==> config.mk <==
export PLATFORM = sky130hd
export DESIGN_NAME = age_histogram_range_count_flat
export DESIGN_NICKNAME = d
export VERILOG_FILES = /design/src/rtl/core/ahrc_pkg.sv /design/src/rtl/core/ahrc_req_if.sv /design/src/rtl/core/ahrc_rsp_if.sv /design/src/rtl/core/age_histogram_range_count.sv /design/src/flat_wrapper.sv
export VERILOG_INCLUDE_DIRS = /design/src /design/src/rtl/core
export SDC_FILE = /design/constraint.sdc
export NUM_CORES = 2
export LEC_CHECK = 0
export BUFFER_PORTS_ARGS = -buffer_cell sky130_fd_sc_hd__buf_2
export CAP_MARGIN = 20
export CORE_ASPECT_RATIO = 0.5
export CORE_UTILIZATION = 45
export DETAILED_ROUTE_END_ITERATION = 16
export PLACE_DENSITY = 0.63
export SLEW_MARGIN = 20
export SYNTH_ARGS = -nofsm -noshare
export SYNTH_HDL_FRONTEND = slang
export SYNTH_SLANG_ARGS = --single-unit
==> constraint.sdc <==
create_clock -name clk -period 13.2 [get_ports clk]
set_input_delay 2.64 -clock clk [delete_from_list [all_inputs] [get_ports clk]]
set_output_delay 2.64 -clock clk [all_outputs]
set_load 0.05 [all_outputs]
==> src/rtl/core/assert_macros.svh <==
// assertion helpers shared by the rtl
`ifndef ASSERT_MACROS_SVH
`define ASSERT_MACROS_SVH

`ifndef SYNTHESIS

// property must hold at every rising clock edge outside reset
`define AHRC_ASSERT(lbl, clk, rst, prop, msg) \
  lbl: assert property (@(posedge clk) disable iff (rst) (prop)) else $error(msg);

// condition must never be seen outside reset
`define AHRC_NEVER(lbl, clk, rst, cond, msg) \
  lbl: assert property (@(posedge clk) disable iff (rst) !(cond)) else $error(msg);

`else

`define AHRC_ASSERT(lbl, clk, rst, prop, msg)
`define AHRC_NEVER(lbl, clk, rst, cond, msg)

`endif

`endif

==> src/rtl/core/ahrc_pkg.sv <==
package ahrc_pkg;

  localparam int AGE_BINS    = 128;
  localparam int COUNT_WIDTH = 32;
  localparam int AGE_W       = 7;
  localparam int OUT_W       = 32;
  localparam int IDX_W       = $clog2(AGE_BINS);
  localparam int SUM_W       = ((COUNT_WIDTH > OUT_W) ? COUNT_WIDTH : OUT_W) + 1;

  localparam logic [OUT_W-1:0]       OUT_MAX = '1;
  localparam logic [COUNT_WIDTH-1:0] CNT_MAX = '1;

  typedef enum logic {
    MODE_RECORD = 1'b0,
    MODE_QUERY  = 1'b1
  } ahrc_mode_t;

  typedef enum logic [2:0] {
    ST_IDLE,
    ST_INS_RD,
    ST_INS_WR,
    ST_Q_RD,
    ST_Q_TAIL,
    ST_Q_DONE
  } ahrc_state_t;

  function automatic logic [IDX_W-1:0] to_idx(input logic [AGE_W-1:0] a);
    logic [31:0] t;
    t = 32'(a);
    return t[IDX_W-1:0];
  endfunction

  function automatic logic in_range(input logic [AGE_W-1:0] a);
    return 32'(a) < 32'(AGE_BINS);
  endfunction

endpackage

==> src/rtl/core/ahrc_req_if.sv <==
interface ahrc_req_if import ahrc_pkg::*; ();
  logic             valid;
  logic             ready;
  logic             mode;
  logic [AGE_W-1:0] age;
  logic [AGE_W-1:0] min_age;
  logic [AGE_W-1:0] max_age;

  modport source (output valid, mode, age, min_age, max_age, input ready);
  modport sink   (input valid, mode, age, min_age, max_age, output ready);
endinterface

==> src/rtl/core/ahrc_rsp_if.sv <==
interface ahrc_rsp_if import ahrc_pkg::*; ();
  logic             valid;
  logic             ready;
  logic [OUT_W-1:0] range_count;

  modport source (output valid, range_count, input ready);
  modport sink   (input valid, range_count, output ready);
endinterface

==> src/rtl/core/age_histogram_range_count.sv <==
// channel | dir | payload                          | words
// req     | in  | mode, age, min_age, max_age      | one per item
// rsp     | out | range_count                      | one per query, none per record
//
// record: accept, bin read, bin write back; an age past the last bin is dropped
// query: reads each bin from lo to hi with hi clamped to the last bin, one bin read per
//   cycle through the single memory read port; an empty range goes straight to done
// rst clears all per-bin valid flags together, no clearing pass
// a finished query waits in its last state while an earlier rsp word is not taken;
//   req is taken only when the sequencer is idle
`include "assert_macros.svh"

module age_histogram_range_count import ahrc_pkg::*; (
  input  logic            clk,
  input  logic            rst,
  ahrc_req_if.sink        req,
  ahrc_rsp_if.source      rsp
);

  ahrc_state_t state, state_next;

  logic [COUNT_WIDTH-1:0] mem [AGE_BINS];
  logic [AGE_BINS-1:0]    vbit;

  logic [IDX_W-1:0]       addr;
  logic [IDX_W-1:0]       last;
  logic [OUT_W-1:0]       sum;
  logic [COUNT_WIDTH-1:0] rd_data;
  logic                   rd_hit;
  logic                   rd_pend;

  logic                   accept;
  logic                   rd_go;
  logic                   wr_go;
  logic                   out_load;
  logic                   slot_free;

  logic [AGE_W-1:0]       hi_clamp;
  logic                   q_nonempty;
  logic [COUNT_WIDTH-1:0] rd_val;
  logic [COUNT_WIDTH-1:0] inc_val;
  logic [SUM_W-1:0]       wide;
  logic [OUT_W-1:0]       sum_add;

  assign accept    = req.valid && req.ready;
  assign slot_free = !rsp.valid || rsp.ready;

  assign hi_clamp   = in_range(req.max_age) ? req.max_age : AGE_W'(AGE_BINS - 1);
  assign q_nonempty = in_range(req.min_age) && (req.min_age <= hi_clamp);

  assign rd_val  = rd_hit ? rd_data : '0;
  assign inc_val = (rd_val == CNT_MAX) ? rd_val : rd_val + COUNT_WIDTH'(1);
  assign wide    = SUM_W'(sum) + SUM_W'(rd_val);
  assign sum_add = (wide >= SUM_W'(OUT_MAX)) ? OUT_MAX : wide[OUT_W-1:0];

  // next state
  always_comb begin
    state_next = state;
    unique case (state)
      ST_IDLE: begin
        if (accept) begin
          if (req.mode == MODE_RECORD) begin
            if (in_range(req.age)) state_next = ST_INS_RD;
          end else if (q_nonempty) begin
            state_next = ST_Q_RD;
          end else begin
            state_next = ST_Q_DONE;
          end
        end
      end
      ST_INS_RD: state_next = ST_INS_WR;
      ST_INS_WR: state_next = ST_IDLE;
      ST_Q_RD:   if (addr == last) state_next = ST_Q_TAIL;
      ST_Q_TAIL: state_next = ST_Q_DONE;
      ST_Q_DONE: if (slot_free) state_next = ST_IDLE;
      default:   state_next = ST_IDLE;
    endcase
  end

  // sequencer outputs
  always_comb begin
    req.ready = 1'b0;
    rd_go     = 1'b0;
    wr_go     = 1'b0;
    out_load  = 1'b0;
    unique case (state)
      ST_IDLE:   req.ready = 1'b1;
      ST_INS_RD: rd_go = 1'b1;
      ST_INS_WR: wr_go = 1'b1;
      ST_Q_RD:   rd_go = 1'b1;
      ST_Q_TAIL: ;
      ST_Q_DONE: out_load = slot_free;
      default:   ;
    endcase
  end

  always_ff @(posedge clk) begin
    if (rst) begin
      state     <= ST_IDLE;
      vbit      <= '0;
      rd_pend   <= 1'b0;
      rsp.valid <= 1'b0;
    end else begin
      state   <= state_next;
      rd_pend <= (state == ST_Q_RD);
      if (wr_go) vbit[addr] <= 1'b1;
      if (out_load) begin
        rsp.valid <= 1'b1;
      end else if (rsp.ready) begin
        rsp.valid <= 1'b0;
      end
    end
  end

  // bin store
  always_ff @(posedge clk) begin
    if (wr_go) mem[addr] <= inc_val;
    if (rd_go) begin
      rd_data <= mem[addr];
      rd_hit  <= vbit[addr];
    end
  end

  // address walk and running sum
  always_ff @(posedge clk) begin
    if (accept) begin
      sum <= '0;
      if (req.mode == MODE_RECORD) begin
        addr <= to_idx(req.age);
      end else begin
        addr <= to_idx(req.min_age);
        last <= to_idx(hi_clamp);
      end
    end else begin
      if (state == ST_Q_RD && addr != last) addr <= addr + IDX_W'(1);
      if (rd_pend) sum <= sum_add;
    end
    if (out_load) rsp.range_count <= sum;
  end

  `AHRC_ASSERT(a_walk_bound, clk, rst, (state == ST_Q_RD) |-> (addr <= last), "bin walk passed its end")
  `AHRC_ASSERT(a_wr_after_rd, clk, rst, (state == ST_INS_WR) |-> ($past(state) == ST_INS_RD), "bin write without read")
  `AHRC_ASSERT(a_rsp_src, clk, rst, $rose(rsp.valid) |-> ($past(state) == ST_Q_DONE), "rsp word without query")
  `AHRC_ASSERT(a_tail_done, clk, rst, (state == ST_Q_TAIL) |=> (state == ST_Q_DONE), "query tail did not finish")

endmodule
==> src/flat_wrapper.sv <==
// flat-port wrapper written by rule: the top's interface ports become plain ports
module age_histogram_range_count_flat import ahrc_pkg::*;
  (clk, rst, req_valid, req_mode, req_age, req_min_age, req_max_age, req_ready, rsp_valid, rsp_range_count, rsp_ready);
  ahrc_req_if req_i ();
  ahrc_rsp_if rsp_i ();
  input  logic clk;
  input  logic rst;
  input wire logic [$bits(req_i.valid)-1:0] req_valid;
  input wire logic [$bits(req_i.mode)-1:0] req_mode;
  input wire logic [$bits(req_i.age)-1:0] req_age;
  input wire logic [$bits(req_i.min_age)-1:0] req_min_age;
  input wire logic [$bits(req_i.max_age)-1:0] req_max_age;
  output wire logic [$bits(req_i.ready)-1:0] req_ready;
  output wire logic [$bits(rsp_i.valid)-1:0] rsp_valid;
  output wire logic [$bits(rsp_i.range_count)-1:0] rsp_range_count;
  input wire logic [$bits(rsp_i.ready)-1:0] rsp_ready;
  assign req_i.valid = req_valid;
  assign req_i.mode = req_mode;
  assign req_i.age = req_age;
  assign req_i.min_age = req_min_age;
  assign req_i.max_age = req_max_age;
  assign req_ready = req_i.ready;
  assign rsp_valid = rsp_i.valid;
  assign rsp_range_count = rsp_i.range_count;
  assign rsp_i.ready = rsp_ready;
  age_histogram_range_count u_core (.clk(clk), .rst(rst), .req(req_i), .rsp(rsp_i));
endmodule
Word level (Yosys, flattened, before mapping)
Memory sizes are Yosys's and may differ from the RTL's. A register that Yosys moved wholly into a read port is not among the register bits.
Index checks and enable logic that the tools add are counted.
- register bits: 212
- RAM bits: 4096
- bits of input ports: 26
- word-level logic and storage cells: 64
- memories: 1
- add/sub/neg operators: 3
- magnitude comparators: 4
- equal/unequal tests: 11
- multiplexer cells: 24
- bitwise gates (word level): 1
- reduce and logical (&&, ||, !) cells: 11
- memories (memory ; words ; bits a word ; rd ports ; clocked after memory_dff ; write ports ; line ; source):
    u_core.mem ; 128 ; 32 ; 1 ; 1 ; 1 ; age_histogram_range_count.sv:22 ; logic [COUNT_WIDTH-1:0] mem [AGE_BINS];
- operators with widths (operator ; number):
    $or A128 B128 Y128 ; 1
    $mux W32 ; 3
    $add A32 B32 Y33 ; 1
    $ge A33 B32 Y1 const B ; 1
    $add A32 B1 Y32 const B ; 1
    $eq A32 B32 Y1 const B ; 1
    $mux W7 ; 3
    $mux W3 ; 5
    $pmux W3 S5 ; 1
    $mux W1 ; 10
    $lt A7 B8 Y1 const B ; 1
    $add A7 B1 Y7 const B ; 1
    $bmux W1 S7 ; 1
    $demux W1 S7 ; 1
    $eq A7 B7 Y1 ; 1
    $ge A7 B1 Y1 const B ; 1
    $le A7 B7 Y1 ; 1
    $ne A7 B7 Y1 ; 1
    $eq A3 B2 Y1 const B ; 2
    $eq A3 B3 Y1 const B ; 2
    $ne A2 B1 Y1 const B ; 3
    $reduce_bool A2 Y1 ; 2
    $eq A3 B1 Y1 const B ; 1
    $logic_and A1 B1 Y1 ; 3
    6 further kinds ; 6

Longest topological paths before layout
- word-level depth: 5
- depth in mapped cells: 23

Least setup slack after synthesis
Ideal clock, no wire load.
- kind: register -> register
- start: reg u_core.rd_hit
- end: mem u_core.mem[0][2] (data pin)
- data arrival time: 7175 ps
- data required time: 11972 ps
- setup slack: 4797 ps
- stages on the path, launching flop included: 12
- clock period less this slack: 8403 ps
- cell sequence: edfxtp_1 buf_6 buf_8 buf_6 buf_6 buf_4 nand2_1 nor4_1 nand4_1 nor4_1 nand3_1 a211oi_1
- word-level cells in the longest chain between the ends: 3
- elaborated cells on any way between the ends: 4
- those cells by class: add/sub: 1; eq/ne: 1; mux: 2
- RTL lines (what ; line ; source):
    start: declaration ; age_histogram_range_count.sv:29 ; logic rd_hit;
    start signal: assignment ; age_histogram_range_count.sv:120 ; rd_hit <= vbit[addr];
    $mux W32 * ; age_histogram_range_count.sv:51 ; assign rd_val = rd_hit ? rd_data : '0;
    $add A32 B1 Y32 / $eq A32 B32 Y1 (equally long branches) ; age_histogram_range_count.sv:52 ; assign inc_val = (rd_val == CNT_MAX) ? rd_val : rd_val + COUNT_WIDTH'(1);
    $mux W32 * ; age_histogram_range_count.sv:52 ;
    net u_core.inc_val[2] ; age_histogram_range_count.sv:41 ; logic [COUNT_WIDTH-1:0] inc_val;
    end: declaration ; age_histogram_range_count.sv:22 ;
The timed path passes the listed nets; every way through them passes the cells marked *.

Final worst setup path
- start: reg u_core.rd_hit
- end: mem u_core.mem[18][31] (data pin)
Same word-level chain as after synthesis.

==> results.toml <==
[worst_setup_path]
cp_top_family = "simple AND/OR/NAND/NOR gates"
crit_top_cell = "buf_4"
r2r-start = "u_core.rd_hit$_DFFE_PP_"
required_ns = 13.80
cp-start-kind = "flop"
path_cells = "buf_4, nand2_1, nor3_1, and3_1, nand2_1, nor4_1, and2_1, and4_1, a31oi_1, nor2_4, buf_4, buf_4"
crit_end = "u_core.mem[18][31]$_DFFE_PP_"
crit_path_top_delay_cell = "edfxtp_1"
cp_slowest_stage_delay_ns = 0.89
critical_path_class = "flop to flop"
reg2reg_depth = 12
r2r_slack_ns = 6.89
cp_max_fo = 84
path_buf_inv = 3
crit_arrival_ns = 6.91
cp_num_cells = 12
cp-end-kind = "flop"
r2r_end = "u_core.mem[18][31]$_DFFE_PP_"
crit_start = "u_core.rd_hit$_DFFE_PP_"

[placed_design]
place_area_sq_um = 169000
dp_hpwl_mm = 292
place_congestion = 0.958
numPortBuffers = 59
dp_cells = 13745

[logic_synthesis]
synth_seq_cells = 4340
synth_area_leaders = "edfxtp_1, a22oi_1, a22o_1"
synth_edf_count = 4175
synthArstFlopShare_pct = 0
syn_area_sq_um = 161000
synth_flop_cell = "edfxtp_1"
syn-mean-instance-area_sq_um = 17.4
synth_nets = 9265
syn_inst = 9220
synth_cell_types = 97
synth_area_leader_cell = "edfxtp_1"
synth_warnings = 0
synth_top_area_share_pct = 78.0
synth_seq_area_share_pct = 80.1

[finish]
mostFrequentLayoutCell = "edfxtp_1"
area_delta_synth_final_pct = 13.1
design_area_sq_um = 182000
fin_cells = 14471
fin_nets = 9425
final_cell_mix = "edfxtp_1, a22oi_1, clkbuf_16"
drive_gt1_share_pct = 13.0
fill_cells = 28103

[drt]
viasPerCell = 6.74
firstDrtPassIters = 6
post-route-drc-count = 0
dr_total_vias = 97533
drtIter0Drc = 16813
wl_per_cell_um = 35.7
wl_mm = 516
postRouteAntennaNets = 0

[run_status]
status = "complete, no violations"

[die]
io_pins = 60
die_x_um = 847
initial_core_util_pct = 45.4
die_h_um = 424
floorplan.rows = 154
core_area_sq_um = 354000
dieArea_sq_um = 360000

[global_routing]
grt_pass1_vias = 88643
grt_first_pass_wirelength_mm = 710
overflow = 0
antenna_found_initial = 27
track_usage_pct = 27.8
grt_max_degree = 101

[cts]
cts_tree = "yes"
ctsHoldBuffers = 0
cts_buffers = 388
cts_resized = 0
cts.path.max_buffers = 4
htreeDepth = 5
clock_latency_ns = 0.97
clk_pin_slew_ns = 0.06
post-cts-setup-buffers = 0
cts.sinks = 4340
cts_root_buf = "clkbuf_16"

[timing]
finalCritPeriodShare_pct = 47.8
final.setup.tns_ns = 0
whs_ns = 0.470
min_period_ns = 6.31
clock-skew-final_ns = 0.0698
slew_headroom_pct = 6.29
tightest_slew_ns = 1.39
rsz0062_at_grt = "false"
slew_viol_final = 0
final_hold_viol_count = 0
finalSetupViolations = 0
max_freq_mhz = 159

[power]
p_leak_nw = 55.5
power_density_nw_per_um2 = 184
ir_drop_v = 0.000120
p_total_mw = 33.5

[worst_hold_path]
hold_class = "flop to flop"

[run]
max-cap-violations = 0
[layer usage]
metal / global-route usage (%) / vias to the layer above / part of all wire, %
li1: - / 39059 / -
met1: 40.9 / 50311 / 39
met2: 39.0 / 7247 / 42
met3: 8.59 / 906 / 15
met4: 9.89 / 10 / 4.0
met5: 0 / - / 0.012
[through the flow]
stage               setup slack (ns)  util [%]
global placement                7.11      47.7
finish                          6.89      51.4
detailed placement              7.12      47.8
global route                    6.46      51.4
CTS                             7.08      51.3
floorplan                       4.80         -
[synthesized netlist by cell type (all sizes together), types with 10 or more instances]
| library cell | count |
|---|---|
| inv | 25 |
| nor4 | 61 |
| nand2 | 138 |
| a221oi | 378 |
| a22oi | 1388 |
| a31oi | 266 |
| dfxtp | 165 |
| and2 | 33 |
| a311oi | 10 |
| edfxtp | 4175 |
| clkbuf | 461 |
| xor2 | 38 |
| nor3 | 34 |
| o21ba | 18 |
| nor2 | 439 |
| nand3 | 74 |
| mux2i | 11 |
| o211a | 11 |
| a22o | 380 |
| a41oi | 49 |
| o21ai | 161 |
| ha | 19 |
| nor2b | 14 |
| o211ai | 68 |
| or4 | 15 |
| and3 | 16 |
| nand4 | 227 |
| xnor2 | 46 |
| buf | 198 |
| a21oi | 101 |
| o221a | 10 |
| nand4b | 11 |
| a21o | 11 |
[state kept, by name, summed over array words and instances (netlist names)]
signal and flops:
u_core.rd_pend 1, u_core.rd_hit 1, u_core.state 3, u_core.sum 32, u_core.last 7, u_core.vbit 128, u_core.rsp.range_count 32, u_core.addr 7
u_core.rsp.valid 1, u_core.mem 4096, u_core.rd_data 32
[how the worst min path moves through the flow]
| stage | start | to | slack [ns] | depth (start not counted) |
|---|---|---|---|---|
| floorplan | u_core.sum[12]$_SDFFE_PP0P_ | u_core.rsp.range_count[12]$_DFFE_PP_ | 0.40 | 0 |
| global placement | u_core.vbit[120]$_SDFFE_PP0P_ | u_core.vbit[120]$_SDFFE_PP0P_ | 0.45 | 2 |
| detailed placement | u_core.vbit[90]$_SDFFE_PP0P_ | u_core.vbit[90]$_SDFFE_PP0P_ | 0.46 | 2 |
| CTS | u_core.vbit[73]$_SDFFE_PP0P_ | u_core.vbit[73]$_SDFFE_PP0P_ | 0.47 | 2 |
| global route | u_core.vbit[89]$_SDFFE_PP0P_ | u_core.vbit[89]$_SDFFE_PP0P_ | 0.49 | 2 |
| finish | u_core.vbit[90]$_SDFFE_PP0P_ | u_core.vbit[90]$_SDFFE_PP0P_ | 0.47 | 2 |
[power by group]
part	internal, mW	leakage [nW]	total [mW]	switching (mW)
clock	6.36	6.18	11.4	4.99
combinational	1.38	9.87	5.97	4.58
sequential	15.9	39.5	16.1	0.214
total	23.7	55.5	33.5	9.79
[cells by family (layout without fill, tap and decap cells)]
kind of cell,after synthesis,in the layout,synth area share [%]
AOI/OAI and AO/OA,2950,2950,14.0
xor gates and xnor gates,85,85,0.473
adders and majority gates,20,20,0.154
buffers and inverters,684,1159,1.65
DFF,4340,4340,80.1
muxes,13,13,0.0896
other,0,18,0
and+or+nand+nor,1128,1128,3.55
[worst register-to-register path: cells and delay by family, from the launching register on]
kind	cells	cell delay [ns]
buffers and inverters	3	2.07
DFF	1	0.89
AOI/OAI and AO/OA	1	0.16
and+or+nand+nor	8	2.72
[area by class of cell]
type                       instances  area, sq um  share of cell area (%)
multi-input combinational       4196        30900                    17.0
sequential                      4340       129000                    70.8
clock buffer                     524        10800                    5.93
inverter                          25         93.8                  0.0516
tap                             4758         5950                    3.28
clock inverter                   181         1830                    1.01
antenna                           18         45.0                  0.0248
timing repair buffer             429         3480                    1.91
(Power assumes the default switching activity.)
